**config.mk**
```make
export PLATFORM = sky130hd
export DESIGN_NAME = decimal_digit_multiplier_unit
export DESIGN_NICKNAME = d
export VERILOG_FILES = /design/src/hdl/ddm_pkg.sv /design/src/hdl/ddm_ram.sv /design/src/hdl/decimal_digit_multiplier_unit.sv
export SDC_FILE = /design/constraint.sdc
export NUM_CORES = 1
export LEC_CHECK = 0
export BUFFER_PORTS_ARGS = -buffer_cell sky130_fd_sc_hd__buf_2
export CORE_MARGIN = 2
export CORE_UTILIZATION = 30
export CTS_CLUSTER_DIAMETER = 60
export CTS_CLUSTER_SIZE = 14
export DETAILED_ROUTE_END_ITERATION = 6
export GPL_TIMING_DRIVEN = 1
export HOLD_SLACK_MARGIN = 0.08
export PLACE_DENSITY = 0.51
export SKIP_LAST_GASP = 1
export SLEW_MARGIN = 20
export SYNTH_ARGS = -nofsm -noshare
export SYNTH_HDL_FRONTEND = slang
export SYNTH_SLANG_ARGS = --single-unit
```
**constraint.sdc**
```tcl
create_clock -name clk -period 19.4 [get_ports clk]
set_input_delay 0 -clock clk [delete_from_list [all_inputs] [get_ports clk]]
set_output_delay 0 -clock clk [all_outputs]
set_load 0.02 [all_outputs]
```
**src/hdl/ddm_pkg.sv**
```systemverilog
package ddm_pkg;

  // Input operation codes; code 3 is unused and does nothing.
  typedef enum logic [1:0] {
    OP_LOAD_A = 2'd0,
    OP_LOAD_B = 2'd1,
    OP_MUL    = 2'd2
  } op_t;

  // Configuration register indexes.
  typedef enum logic {
    REG_LEN_A = 1'b0,
    REG_LEN_B = 1'b1
  } reg_t;

  // Sequencer states, one-hot.
  typedef enum logic [4:0] {
    ST_IDLE = 5'b00001,
    ST_RD   = 5'b00010,
    ST_CALC = 5'b00100,
    ST_FIN  = 5'b01000,
    ST_EMIT = 5'b10000
  } state_t;

  localparam logic [3:0] DIGIT_MAX = 4'd9;

  // Quotient by ten of a value below 100: count the decade thresholds passed.
  function automatic logic [3:0] div10(input logic [6:0] v);
    logic [3:0] q;
    q = '0;
    for (int i = 1; i <= 9; i++) begin
      if (v >= 7'(i * 10)) begin
        q = q + 4'd1;
      end
    end
    return q;
  endfunction

endpackage

```
**src/hdl/ddm_ram.sv**
```systemverilog
module ddm_ram #(
  parameter int WIDTH = 4,
  parameter int DEPTH = 32
) (
  input  logic                     clk,
  input  logic                     we,
  input  logic [$clog2(DEPTH)-1:0] waddr,
  input  logic [WIDTH-1:0]         wdata,
  input  logic [$clog2(DEPTH)-1:0] raddr,
  output logic [WIDTH-1:0]         rdata
);

  logic [WIDTH-1:0] mem_r [DEPTH];

  always_ff @(posedge clk) begin
    if (we) begin
      mem_r[waddr] <= wdata;
    end
    rdata <= mem_r[raddr];
  end

endmodule

```
**src/hdl/decimal_digit_multiplier_unit.sv**
```systemverilog
// Decimal digit multiplier: schoolbook product of two decimal operands.
//
// Input channel: a beat is taken at a clock edge with start high and busy
// low. in_operation selects a digit load into A or B (in_digit_index, 0 is
// the most significant position, in_digit_value clamped to 9) or a multiply.
// Code 3 and loads at an index of MAX_DIGITS or more are dropped.
// Configuration: cfg_we writes cfg_wdata into len_a (index 0) or len_b
// (index 1); write only while busy is low and no product digits are left.
// Result channel: out_valid marks each product digit for one cycle,
// most significant first, len_a + len_b clamped digits with leading zeros;
// out_last flags the least significant one. The receiver cannot stall.
// A load leaves busy low. After its accepting edge a multiply does
// digit-serial work, then one digit leaves per cycle, the first in the
// cycle after the emit phase starts. Each digit product has a read state
// that reads the partial-product RAM (registered read port) and forms the
// digit product, then a state to add, split by ten and write back; each
// row then has a further state to store its carry.
// Reset: len_a and len_b return to 1, the sequencer to idle, no strobe.
// Digit stores hold garbage until loaded; the product RAM needs no clearing.
module decimal_digit_multiplier_unit #(
  parameter int MAX_DIGITS = 16
) (
  input  logic       clk,
  input  logic       rst_n,
  input  logic       start,
  output logic       busy,
  input  logic [1:0] in_operation,
  input  logic [3:0] in_digit_index,
  input  logic [3:0] in_digit_value,
  input  logic       cfg_we,
  input  logic       cfg_index,
  input  logic [4:0] cfg_wdata,
  output logic       out_valid,
  output logic [3:0] out_product_digit,
  output logic       out_last
);

  localparam int IW = (MAX_DIGITS > 1) ? $clog2(MAX_DIGITS) : 1;
  localparam int LW = $clog2(MAX_DIGITS + 1);
  localparam int PD = 2 * MAX_DIGITS;
  localparam int PW = $clog2(PD);
  localparam int TW = $clog2(PD + 1);

  ddm_pkg::state_t state_r, state_nxt;

  logic [4:0]    len_a_r, len_b_r;
  logic [3:0]    digits_a_r [MAX_DIGITS];
  logic [3:0]    digits_b_r [MAX_DIGITS];

  logic [LW-1:0] la_r, la_nxt, lb_r, lb_nxt;
  logic [LW-1:0] r_r, r_nxt, c_r, c_nxt;
  logic [TW-1:0] k_r, k_nxt;
  logic [3:0]    carry_r, carry_nxt;
  logic [6:0]    prod_r, prod_nxt;
  logic          valid_r, valid_nxt;
  logic          last_r, last_nxt;

  logic          accept;
  logic          load_ok;
  logic [3:0]    load_val;
  logic [IW-1:0] load_idx;
  logic [LW-1:0] la_cl, lb_cl;
  logic [IW-1:0] a_idx, b_idx;
  logic [3:0]    partial;
  logic [6:0]    sum;
  logic [3:0]    quo, rem;
  logic [TW-1:0] total, emit_addr;

  logic          ram_we;
  logic [PW-1:0] ram_waddr, ram_raddr;
  logic [3:0]    ram_wdata, ram_rdata;

  assign busy     = (state_r != ddm_pkg::ST_IDLE);
  assign accept   = start & ~busy;
  assign load_ok  = int'(in_digit_index) < MAX_DIGITS;
  assign load_val = (in_digit_value > ddm_pkg::DIGIT_MAX) ? ddm_pkg::DIGIT_MAX : in_digit_value;
  assign load_idx = IW'(in_digit_index);

  // Clamp lengths into 1..MAX_DIGITS.
  assign la_cl = (len_a_r == 5'd0) ? LW'(1) :
                 (int'(len_a_r) > MAX_DIGITS) ? LW'(MAX_DIGITS) : LW'(len_a_r);
  assign lb_cl = (len_b_r == 5'd0) ? LW'(1) :
                 (int'(len_b_r) > MAX_DIGITS) ? LW'(MAX_DIGITS) : LW'(len_b_r);

  // Digits are walked from the least significant end.
  assign a_idx = IW'(la_r - LW'(1) - r_r);
  assign b_idx = IW'(lb_r - LW'(1) - c_r);

  // Row zero sees a cleared product store; stale RAM content is ignored.
  assign partial = (r_r == '0) ? 4'd0 : ram_rdata;
  assign sum     = prod_r + 7'(partial) + 7'(carry_r);
  assign quo     = ddm_pkg::div10(sum);
  assign rem     = 4'(sum - 7'({quo, 3'b000}) - 7'({quo, 1'b0}));

  assign total     = TW'(la_r) + TW'(lb_r);
  assign emit_addr = total - TW'(1) - k_r;

  always_comb begin
    state_nxt = state_r;
    la_nxt    = la_r;
    lb_nxt    = lb_r;
    r_nxt     = r_r;
    c_nxt     = c_r;
    k_nxt     = k_r;
    carry_nxt = carry_r;
    prod_nxt  = prod_r;
    valid_nxt = 1'b0;
    last_nxt  = 1'b0;
    ram_we    = 1'b0;
    ram_waddr = PW'(r_r) + PW'(c_r);
    ram_wdata = rem;
    ram_raddr = PW'(r_r) + PW'(c_r);
    unique case (state_r)
      ddm_pkg::ST_IDLE: begin
        if (accept && in_operation == ddm_pkg::OP_MUL) begin
          la_nxt    = la_cl;
          lb_nxt    = lb_cl;
          r_nxt     = '0;
          c_nxt     = '0;
          carry_nxt = '0;
          state_nxt = ddm_pkg::ST_RD;
        end
      end
      ddm_pkg::ST_RD: begin
        // Fetch the running digit and form the digit product.
        prod_nxt  = 7'(digits_a_r[a_idx]) * 7'(digits_b_r[b_idx]);
        state_nxt = ddm_pkg::ST_CALC;
      end
      ddm_pkg::ST_CALC: begin
        ram_we    = 1'b1;
        carry_nxt = quo;
        if (c_r == lb_r - LW'(1)) begin
          state_nxt = ddm_pkg::ST_FIN;
        end else begin
          c_nxt     = c_r + LW'(1);
          state_nxt = ddm_pkg::ST_RD;
        end
      end
      ddm_pkg::ST_FIN: begin
        // Top position of this row is still fresh: store the carry as is.
        ram_we    = 1'b1;
        ram_waddr = PW'(r_r) + PW'(lb_r);
        ram_wdata = carry_r;
        carry_nxt = '0;
        c_nxt     = '0;
        if (r_r == la_r - LW'(1)) begin
          k_nxt     = '0;
          state_nxt = ddm_pkg::ST_EMIT;
        end else begin
          r_nxt     = r_r + LW'(1);
          state_nxt = ddm_pkg::ST_RD;
        end
      end
      ddm_pkg::ST_EMIT: begin
        // Read one digit per cycle; it shows on the outputs in the next cycle.
        ram_raddr = emit_addr[PW-1:0];
        valid_nxt = 1'b1;
        last_nxt  = (k_r == total - TW'(1));
        k_nxt     = k_r + TW'(1);
        if (k_r == total - TW'(1)) begin
          state_nxt = ddm_pkg::ST_IDLE;
        end
      end
      default: begin
        state_nxt = ddm_pkg::ST_IDLE;
      end
    endcase
  end

  always_ff @(posedge clk) begin
    if (!rst_n) begin
      state_r <= ddm_pkg::ST_IDLE;
      valid_r <= 1'b0;
      last_r  <= 1'b0;
      len_a_r <= 5'd1;
      len_b_r <= 5'd1;
    end else begin
      state_r <= state_nxt;
      valid_r <= valid_nxt;
      last_r  <= last_nxt;
      if (cfg_we) begin
        unique case (cfg_index)
          ddm_pkg::REG_LEN_A: len_a_r <= cfg_wdata;
          ddm_pkg::REG_LEN_B: len_b_r <= cfg_wdata;
          default: ;
        endcase
      end
    end
  end

  // Datapath registers: no reset needed.
  always_ff @(posedge clk) begin
    la_r    <= la_nxt;
    lb_r    <= lb_nxt;
    r_r     <= r_nxt;
    c_r     <= c_nxt;
    k_r     <= k_nxt;
    carry_r <= carry_nxt;
    prod_r  <= prod_nxt;
    if (accept && load_ok) begin
      unique case (in_operation)
        ddm_pkg::OP_LOAD_A: digits_a_r[load_idx] <= load_val;
        ddm_pkg::OP_LOAD_B: digits_b_r[load_idx] <= load_val;
        default: ;
      endcase
    end
  end

  ddm_ram #(
    .WIDTH(4),
    .DEPTH(PD)
  ) u_prod_ram (
    .clk  (clk),
    .we   (ram_we),
    .waddr(ram_waddr),
    .wdata(ram_wdata),
    .raddr(ram_raddr),
    .rdata(ram_rdata)
  );

  assign out_valid         = valid_r;
  assign out_product_digit = ram_rdata;
  assign out_last          = last_r;

endmodule
```
==> metrics.txt, run 1 <==
critical path's largest stage delay=660 ps; sequential share of the synthesized area=58.4%; initial DRC count=662; post-route ant nets=0; Slowest-stage cell, CP=or4b_2; Pins Over Slew Limit=0; Post-synth ARST share=0%; P&R area growth vs syn=13.9%; Top FF cell, synth=edfxtp_1; Clock Skews=13.9 ps; Critical Path RT=19660 ps; CP Class=flop to flop; syn nets=1345; ratio of cells with drive above 1 in the final layout=12.2%; CTS tree=done; commonest non-fill, non-tap cells in the layout=edfxtp_1, nand2_1, nor2_1; run status=finished clean; register area=9220 µm²; number of buffers added on ports=26; Vias=9534; HPWL after DPL=23.1 mm; Pre-antenna DRT Iters=5; gpl congestion=0.775; CTS Sinks=314; clk root buf=clkbuf_16; number of synthesized flops with an enable pin=293; n_diodes=0; Distinct cells, synth=71; final net count=1395; crit path time final=8880 ps; DR DRC count=0; die height=233 µm; wire length per cell=17.1 µm; Congestion Overflow GR=0; first-pass GRT wire length=54.8 mm; worst-case clock buffer depth=3; number of global-route vias before repair=9824; DIE WIDTH=233 µm; Num CTS Buffers=30; Final Setup Violations=0; Worst setup SP type=flop; setup tns final=0 ps; Final Cycle Share=45.8%; H-tree depth=1; vias per cell=4.75; FP Rows=84; core area=52200 µm²; initial antenna violation count=0; max_slew headroom=24.1%; area of the multi-input gates=6210 µm²; Ports=27; final hold viol count=0; initial core utilization=30.2%; pin count of the biggest net entering global routing=65; DRT Wirelength=34.4 mm; synthesized area=15800 µm²; yosys warns=0; worst slew pin tran=1140 ps; clk_lat worst skew=570 ps; Synth Area per Inst=12.7 µm²; Max Clk Rate=113 MHz; unrepaired setup endpoints after global routing=no; CP arrival=9140 ps; Crit Path Max Fanout=32; Global Route Usage Sum=12.8%; crit path capture type=flop; die area=54400 µm²; Fill cells=5106; cells after synthesis=1247; most used cell, CP=ha_1; Clock transition at path regs=70 ps; Worst Hold Class=input pin to flop; post-synthesis register bit count=314; commonest non-fill, non-tap cell in the layout=edfxtp_1; MaxCap Viol Count=0
-- layout make-up --
cell class              instances  area share (%)
flip-flops and latches        314            51.3
multi-input cells             821            34.5
well taps                     688            4.79
clock buffers                  45            4.61
repair buffers                 65            2.71
inverters                      65            1.36
clock inverters                11           0.724
-- critical path, delay by kind of cell, from the launching register on --
kind,cells,cell delay [ps]
adder cells (fa/ha/maj),8,2590
flip-flops,1,570
XOR/XNOR,5,1010
AND/OR/NAND/NOR,7,1560
buffers and inverters,2,250
AO/OA/AOI/OAI,7,2040
multiplexers,2,550
-- timing repair --
| action | in CTS | in global routing |
|---|---|---|
| buffers inserted | 0 | 0 |
| hold endpoints to repair | 138 | 0 |
| hold buffers | 26 | 0 |
| resized for setup | 0 | 0 |
-- final timing paths --
| check | startpoint | end | slack (ps) | cells after the start |
|---|---|---|---|---|
| setup reg to reg | r_r[1]$_SDFFCE_PP0P_ | u_prod_ram.mem_r[28][3]$_DFFE_PP_ | 10520 | 31 |
| hold reg to reg | len_b_r[3]$_SDFFE_PN0P_ | len_b_r[3]$_SDFFE_PN0P_ | 490 | 2 |
| setup / recovery | r_r[1]$_SDFFCE_PP0P_ | u_prod_ram.mem_r[28][3]$_DFFE_PP_ | 10520 | 31 |
| hold / removal | in_digit_index[0] | digits_a_r[7][2]$_DFFE_PP_ | 110 | 3 |
-- routing by layer --
| layer | vias up | routed length [µm] | GRT usage, % |
|---|---|---|---|
| li1 | 4671 | - | - |
| met1 | 4680 | 15700 | 16.7 |
| met2 | 143 | 16800 | 22.2 |
| met3 | 40 | 1190 | 2.03 |
| met4 | 0 | 679 | 3.16 |
| met5 | - | 0 | 0 |
-- Yosys cell counts, drive strengths merged, types with 2 or more instances --
library cell  instances  area [µm²]
a211o                 4        35.0
a211oi               37         288
a21o                 15         114
a21oi                45         225
a2bb2oi               3        26.3
a311oi               12         105
a31o                  5        43.8
a31oi                13        81.3
and2                 36         225
and3                  5        32.5
buf                  10        57.6
clkbuf               37         143
dfxtp                21         420
edfxtp              293        8800
fa                   15         300
ha                   63         788
inv                  65         244
mux2                 11         128
mux2i                25         250
mux4                 32         721
nand2               149         559
nand2b                6        37.5
nand3                30         150
nand3b                5        37.5
nand4                 2        12.5
nor2                143         537
nor2b                 5        31.3
nor3                 15        80.1
nor3b                 4        30.0
nor4                  4        40.0
o211a                 2        20.0
o211ai               11        87.6
o21a                  5        37.5
o21ai                22         110
o22ai                 4        45.0
or2                   5        31.3
or3                   2        12.5
or4                   4        30.0
xnor2                37         358
xnor3                 4        90.1
xor2                 30         300
-- cells by family after synthesis --
family / Yosys count / share of synthesized area [%]
XOR/XNOR: 71 / 4.74
adder cells (fa/ha/maj): 78 / 6.90
AO/OA/AOI/OAI: 186 / 8.28
AND/OR/NAND/NOR: 418 / 11.9
flip-flops: 314 / 58.4
multiplexers: 68 / 6.96
buffers and inverters: 112 / 2.81
-- state kept, by name, indices dropped and copies added, names as in the netlist --
signal            count
u_prod_ram.mem_r    128
prod_r                7
out_valid             1
u_prod_ram.rdata      4
len_a_r               5
r_r                   5
la_r                  5
digits_b_r           64
state_r               5
k_r                   6
lb_r                  5
carry_r               4
out_last              1
digits_a_r           64
c_r                   5
len_b_r               5
-- metrics by stage --
stage / hold slack [ps] / util [%] / cell area (µm²) / worst slack (ps) / cells
6_report: 113 / 34.4 / 18000 / 10520 / 2009
2_1_floorplan: 61.9 / - / 15800 / 10920 / 1247
3_3_place_gp: 230 / 32.0 / 16700 / 10350 / 1927
5_1_grt: 126 / 34.4 / 18000 / 9870 / 2009
3_5_place_dp: 232 / 32.0 / 16700 / 10160 / 1927
4_1_cts: 89.3 / 34.4 / 18000 / 10110 / 2009
Power of run 1 is left out: the tool's default activity adds up to more than one toggle a clock period on the data nets, which glitch-free logic cannot reach.
==> run 2: changes to the inputs <==
clock period = 8.98 ns   (was 19.4 ns; I/O delays follow)
==> run 2 against run 1 <==
  * Count of clock-buffer cells in the layout unchanged
  * Fmax increased by 5.4%
  * Flip-flop and latch count is the same
  * Routed wire length fell by 0.33%
  * Via count decreased by 0.33%
  * First-iteration DRC count is 11% lower
  * Die area unchanged
  * Final cell count is essentially flat
  * Core utilization is essentially flat
  * Critical path depth increased by 2
  * Highest routed layer unchanged
  * Sequential share of layout area down 0.068 points
  * Setup slack worse by 10000 ps
  * Critical path type unchanged
==> metrics.txt, run 2 (synthesis gave the netlist of run 1 again) <==
final net count=1397 (+0.14%); gpl congestion=0.778 (+0.39%); Clock transition at path regs=70 ps (about the same); Pins Over Slew Limit=0 (unchanged); initial DRC count=588 (-11%); H-tree depth=1 (unchanged); CTS tree=done; worst reg2reg endpoint=u_prod_ram.mem_r[17][3]$_DFFE_PP_; P&R area growth vs syn=14.1%; initial antenna violation count=0 (unchanged); Worst Hold Class=input pin to flop; Area after DPL=16800 µm² (about the same); Max Clk Rate=119 MHz (+5.4%); Crit. Startpoint=r_r[0]$_SDFFCE_PP0P_; DR DRC count=0 (unchanged); Vias=9503 (-0.33%); max reg flops=128 (unchanged); initial core utilization=30.2% (unchanged); CP Class=flop to flop; HPWL after DPL=23.0 mm (-0.36%); Clock Skews=16.3 ps (+2.41 ps); crit path time final=8430 ps (-452 ps); most used cell, CP=ha_1; pin count of the biggest net entering global routing=65 (unchanged); Worst setup SP type=flop; core area=52200 µm² (unchanged); cells on worst reg2reg path=33 (+6.5%); largest registers=u_prod_ram.mem_r x128, digits_a_r x64, digits_b_r x64; post-route ant nets=0 (unchanged); Crit Path Max Fanout=32 (unchanged); worst slew pin tran=1190 ps (+54.9 ps); run status=finished clean; Final Cell Area=18000 µm² (+0.13%); Min Hold Slack=113 ps (-0.215 ps); worst-case clock buffer depth=3 (unchanged); DRT Wirelength=34.2 mm (-0.33%); vias per cell=4.73 (-0.42%); Final Setup Violations=0 (unchanged); commonest non-fill, non-tap cells in the layout=edfxtp_1, nand2_1, nor2_1; register area=9220 µm² (unchanged); die height=233 µm (unchanged); Num CTS Buffers=30 (unchanged); clk root buf=clkbuf_16; Ports=27 (unchanged); Slowest-stage cell, CP=or4b_2; wire length per cell=17.0 µm (-0.43%); Final Cycle Share=93.9% (+48 points); clk_lat worst skew=570 ps (about the same); commonest non-fill, non-tap cell in the layout=edfxtp_1; reg-to-reg startpoint=r_r[0]$_SDFFCE_PP0P_; MaxCap Viol Count=0 (unchanged); ratio of cells with drive above 1 in the final layout=12.5% (+0.36 points); Post-CTS Setup Inserts=0 (unchanged); r2r setup slk=550 ps (-9970 ps); max_slew headroom=20.1% (-4.0 points); Pre-antenna DRT Iters=4 (-1); FP Rows=84 (unchanged); number of global-route vias before repair=9681 (-1.5%); CTS Sinks=314 (unchanged); CP arrival=8800 ps (-340 ps); area of the multi-input gates=6210 µm² (about the same); Top reg by flops=u_prod_ram.mem_r; Congestion Overflow GR=0 (unchanged); Critical Path RT=9350 ps (-10310 ps); DIE WIDTH=233 µm (unchanged); crit path capture type=flop; worst setup path endpoint=u_prod_ram.mem_r[17][3]$_DFFE_PP_; die area=54400 µm² (unchanged); Global Route Usage Sum=12.7% (-0.087 points); first-pass GRT wire length=53.9 mm (-1.5%); number of buffers added on ports=26 (unchanged); n_diodes=0 (unchanged); critical path's largest stage delay=650 ps (about the same); Fill cells=5146 (+0.78%); final hold viol count=0 (unchanged)
==> run 2: changes by cell type in the layout (fill, tap and decap cells not counted), moves of 2 or more <==
cell | previous run | this run
clkinvlp_4 | 2 | 6
clkbuf_1 | 14 | 11
clkbuf_8 | 0 | 3
inv_6 | 3 | 1
==> run 2: worst min path at each step <==
stage,slack [ps],to,depth (start not counted),startpoint
after floorplan,60,len_a_r[0]$_SDFFE_PN1P_,1,rst_n
after global placement,230,len_a_r[0]$_SDFFE_PN1P_,2,rst_n
after detailed placement,230,len_a_r[0]$_SDFFE_PN1P_,2,rst_n
after CTS,80,digits_a_r[7][1]$_DFFE_PP_,3,in_digit_index[0]
after global routing,120,digits_a_r[7][1]$_DFFE_PP_,3,in_digit_index[0]
final,110,digits_a_r[6][2]$_DFFE_PP_,4,in_operation[1]
==> run 2: layer usage <==
| layer | track usage [%] | share of wire [%] | wire (µm) | vias to the layer above |
|---|---|---|---|---|
| met3 | 1.70 | 2.7 | 933 | 46 |
| li1 | - | - | - | 4670 |
| met5 | 0 | 0 | 0 | - |
| met4 | 3.32 | 2.2 | 766 | 0 |
| met1 | 16.9 | 46 | 15800 | 4666 |
| met2 | 21.9 | 49 | 16700 | 121 |
==> run 2: layout make-up <==
| type | count | share of cell area [%] |
|---|---|---|
| clock buffers | 45 | 4.77 |
| clock inverters | 11 | 0.577 |
| inverters | 65 | 1.36 |
| multi-input cells | 821 | 34.5 |
| flip-flops and latches | 314 | 51.2 |
| well taps | 688 | 4.78 |
| repair buffers | 67 | 2.82 |
==> run 2: what timing repair did <==
action / 4_1_cts / 5_1_grt
setup endpoints to repair: 0 / 32
hold buffers: 25 / 1
endpoints found under the hold margin: 107 / 32
resized for setup: 0 / 3
==> run 2: through the flow <==
stage                     worst slack [ps]  TNS (ps)  utilization, %  instances
after detailed placement               478         0            32.1       1929
after floorplan                        503         0               -       1247
after global placement                 695         0            32.1       1929
after global routing                 -21.5      -520            34.5       2011
final                                  551         0            34.5       2011
after CTS                              428         0            34.4       2010
==> run 2: critical path: cells and delay by family, from the launching register on <==
kind	cells	cell delay [ps]
AOI/OAI and AO/OA	8	1620
xor gates and xnor gates	4	1040
adders and majority gates	8	2540
buffers and inverters	3	460
DFF	1	510
muxes	1	270
and+or+nand+nor	9	1790
Power of run 2 is left out for the same reason.
==> run 3: changes to the inputs <==
SYNTH_HIERARCHICAL = 1   (was default)
==> run 3 against run 2 <==
  * Count of clock-buffer cells in the layout increased by 1
  * Hold slack improved by 16 ps
  * Core utilization increased by 0.25 points
  * Via count decreased by 8.9%
  * Critical path depth increased by 1
  * Sequential share of layout area increased by 0.46 points
  * Final cell count decreased by 8.4%
  * Fmax increased by 1.3%
  * Register-to-register slack improved by 110 ps
==> metrics.txt, run 3 <==
run status=finished clean; HPWL after DPL=22.8 mm (-1.2%); Synth Area per Inst=14.6 µm² (+15%); reg-to-reg startpoint=r_r[1]$_SDFFCE_PN0P_; number of synthesized flops with an enable pin=293 (unchanged); crit path capture type=flop; final hold viol count=0 (unchanged); Ports=27 (unchanged); worst reg2reg endpoint=u_prod_ram/mem_r[11][3]$_DFFE_PP_; die height=232 µm (-0.56%); wire length per cell=17.6 µm (+3.3%); post-route ant nets=0 (unchanged); Pins Over Slew Limit=0 (unchanged); clk root buf=clkbuf_16; P&R area growth vs syn=14.4%; max_slew headroom=32.4% (+12 points); register area=9220 µm² (unchanged); H-tree depth=1 (unchanged); n_diodes=0 (unchanged); Top reg by flops=u_prod_ram/mem_r; largest area contributor in the netlist=edfxtp_1; Slowest-stage cell, CP=fa_1; CTS tree=done; initial antenna violation count=0 (unchanged); DR DRC count=0 (unchanged); Num CTS Buffers=30 (unchanged); Final Util=34.7% (+0.25 points); Post-synth ARST share=0% (unchanged); Layout Cells excl Fill=1842 (-8.4%); Worst Hold Class=input pin to flop; gpl congestion=0.778 (about the same); core area=51400 µm² (-1.6%); critical path's largest stage delay=520 ps (-130 ps); clk_lat worst skew=590 ps (+20 ps); CP Class=flop to flop; number of global-route vias before repair=9018 (-6.8%); FP Rows=83 (-1.2%); hold path cells=3 (-1); DRT Wirelength=32.4 mm (-5.4%); pin count of the biggest net entering global routing=36 (-45%); syn nets=1169 (-13%); max reg flops=128 (unchanged); Synth top area share=56.4% (+0.64 points); Final Cycle Share=92.7% (-1.2 points); Fill cells=4950 (-3.8%); Clock transition at path regs=70 ps (about the same); initial DRC count=493 (-16%); Max Clk Rate=120 MHz (+1.3%); r2r setup slk=660 ps (+110 ps); commonest non-fill, non-tap cell in the layout=edfxtp_1; setup tns final=0 ps (unchanged); cells on worst reg2reg path=34 (+3.0%); Vias=8655 (-8.9%); crit path time final=8320 ps (-108 ps); die area=53800 µm² (-1.1%); most used cell, CP=ha_1; final net count=1237 (-11%); CP arrival=8680 ps (-120 ps); Critical Path RT=9340 ps (about the same); Global Route Usage Sum=12.3% (-0.47 points); cells after synthesis=1070 (-14%); initial core utilization=30.3% (+0.14 points); CTS Sinks=314 (unchanged); largest cells by area after synthesis=edfxtp_1, mux4_2, ha_1, nor2_1, dfxtp_1; unrepaired setup endpoints after global routing=no; number of buffers added on ports=26 (unchanged); DIE WIDTH=232 µm (-0.56%); post-synthesis register bit count=314 (unchanged); MaxCap Viol Count=0 (unchanged); Worst Hold End=digits_b_r[13][3]$_DFFE_PP_; placed cells=1755 (-9.0%); worst-case clock buffer depth=3 (unchanged); Crit. Startpoint=r_r[1]$_SDFFCE_PN0P_; vias per cell=4.70 (-0.57%); Worst setup SP type=flop; sequential share of the synthesized area=59.1% (+0.67 points); Distinct cells, synth=75 (+5.6%); worst hold start=in_digit_index[3]; synthesized area=15600 µm² (-1.1%); largest registers=u_prod_ram/mem_r x128, digits_a_r x64, digits_b_r x64; Clock Skews=36.2 ps (+19.9 ps); Final Setup Violations=0 (unchanged); yosys warns=6 (+6); Crit Path Max Fanout=32 (unchanged); commonest non-fill, non-tap cells in the layout=edfxtp_1, nor2_1, mux4_2; area of the multi-input gates=6050 µm² (-2.5%); cell with the most instances after synthesis=edfxtp_1; Pre-antenna DRT Iters=5 (+1); most frequent cells after synthesis=edfxtp_1, nor2_1, mux4_2, inv_1, ha_1; first-pass GRT wire length=51.3 mm (-4.8%); ratio of cells with drive above 1 in the final layout=17.6% (+5.1 points); Congestion Overflow GR=0 (unchanged); Top FF cell, synth=edfxtp_1; worst slew pin tran=1010 ps (-180 ps)
[run 3: how the worst max path moves through the flow]
stage | to | slack, ps | cells after the start
after floorplan | u_prod_ram/mem_r[0][3]$_DFFE_PP_ | 700 | 33
after global placement | u_prod_ram/mem_r[10][3]$_DFFE_PP_ | 680 | 32
after detailed placement | u_prod_ram/mem_r[15][3]$_DFFE_PP_ | 470 | 32
after CTS | u_prod_ram/mem_r[30][3]$_DFFE_PP_ | 400 | 32
after global routing | u_prod_ram/mem_r[30][3]$_DFFE_PP_ | 30 | 34
final | u_prod_ram/mem_r[11][3]$_DFFE_PP_ | 660 | 34
[run 3: through the flow]
stage	worst slack, ps	hold WS (ps)	area [µm²]
5_1_grt	33.7	170	17800
3_5_place_dp	471	237	16600
2_1_floorplan	695	61.9	15600
3_3_place_gp	681	235	16600
6_report	658	129	17800
4_1_cts	399	108	17800
[run 3: kinds of logic after synthesis]
| family | Yosys count | synth area share, % |
|---|---|---|
| buffers and inverters | 101 | 2.65 |
| AO/OA/AOI/OAI | 101 | 4.56 |
| XOR/XNOR | 69 | 4.23 |
| flip-flops | 314 | 59.1 |
| AND/OR/NAND/NOR | 284 | 8.71 |
| adder cells (fa/ha/maj) | 79 | 7.06 |
| multiplexers | 122 | 13.7 |
[run 3: cell type report]
type                       count  share of cell area, %
sequential                   314                   51.7
clock buffer                  46                   4.60
inverter                      67                   1.41
clock inverter                10                  0.617
timing repair buffer          70                   3.00
tap                          680                   4.77
multi-input combinational    655                   33.9
[run 3: timing repair]
action / CTS / global route
hold endpoints to repair: 196 / 0
setup buffers: 0 / 1
hold buffers: 30 / 0
setup endpoints to repair: 0 / 32
resized for setup: 0 / 3
[run 3: layer usage]
metal	track usage, %	share of wire, %	routed length (µm)	vias up
met5	0	0	0	-
met4	2.88	1.9	612	0
met3	1.69	2.7	865	41
met2	21.0	49	15900	107
met1	16.5	46	15000	4344
li1	-	-	-	4163
[run 3: worst max-delay path: cells and delay by family (launching register included)]
kind	cells	cell delay [ps]
xor gates and xnor gates	5	900
DFF	1	490
and+or+nand+nor	5	930
AOI/OAI and AO/OA	8	1500
muxes	3	410
buffers and inverters	4	640
adders and majority gates	9	3190
Power of run 3 is left out for the same reason.
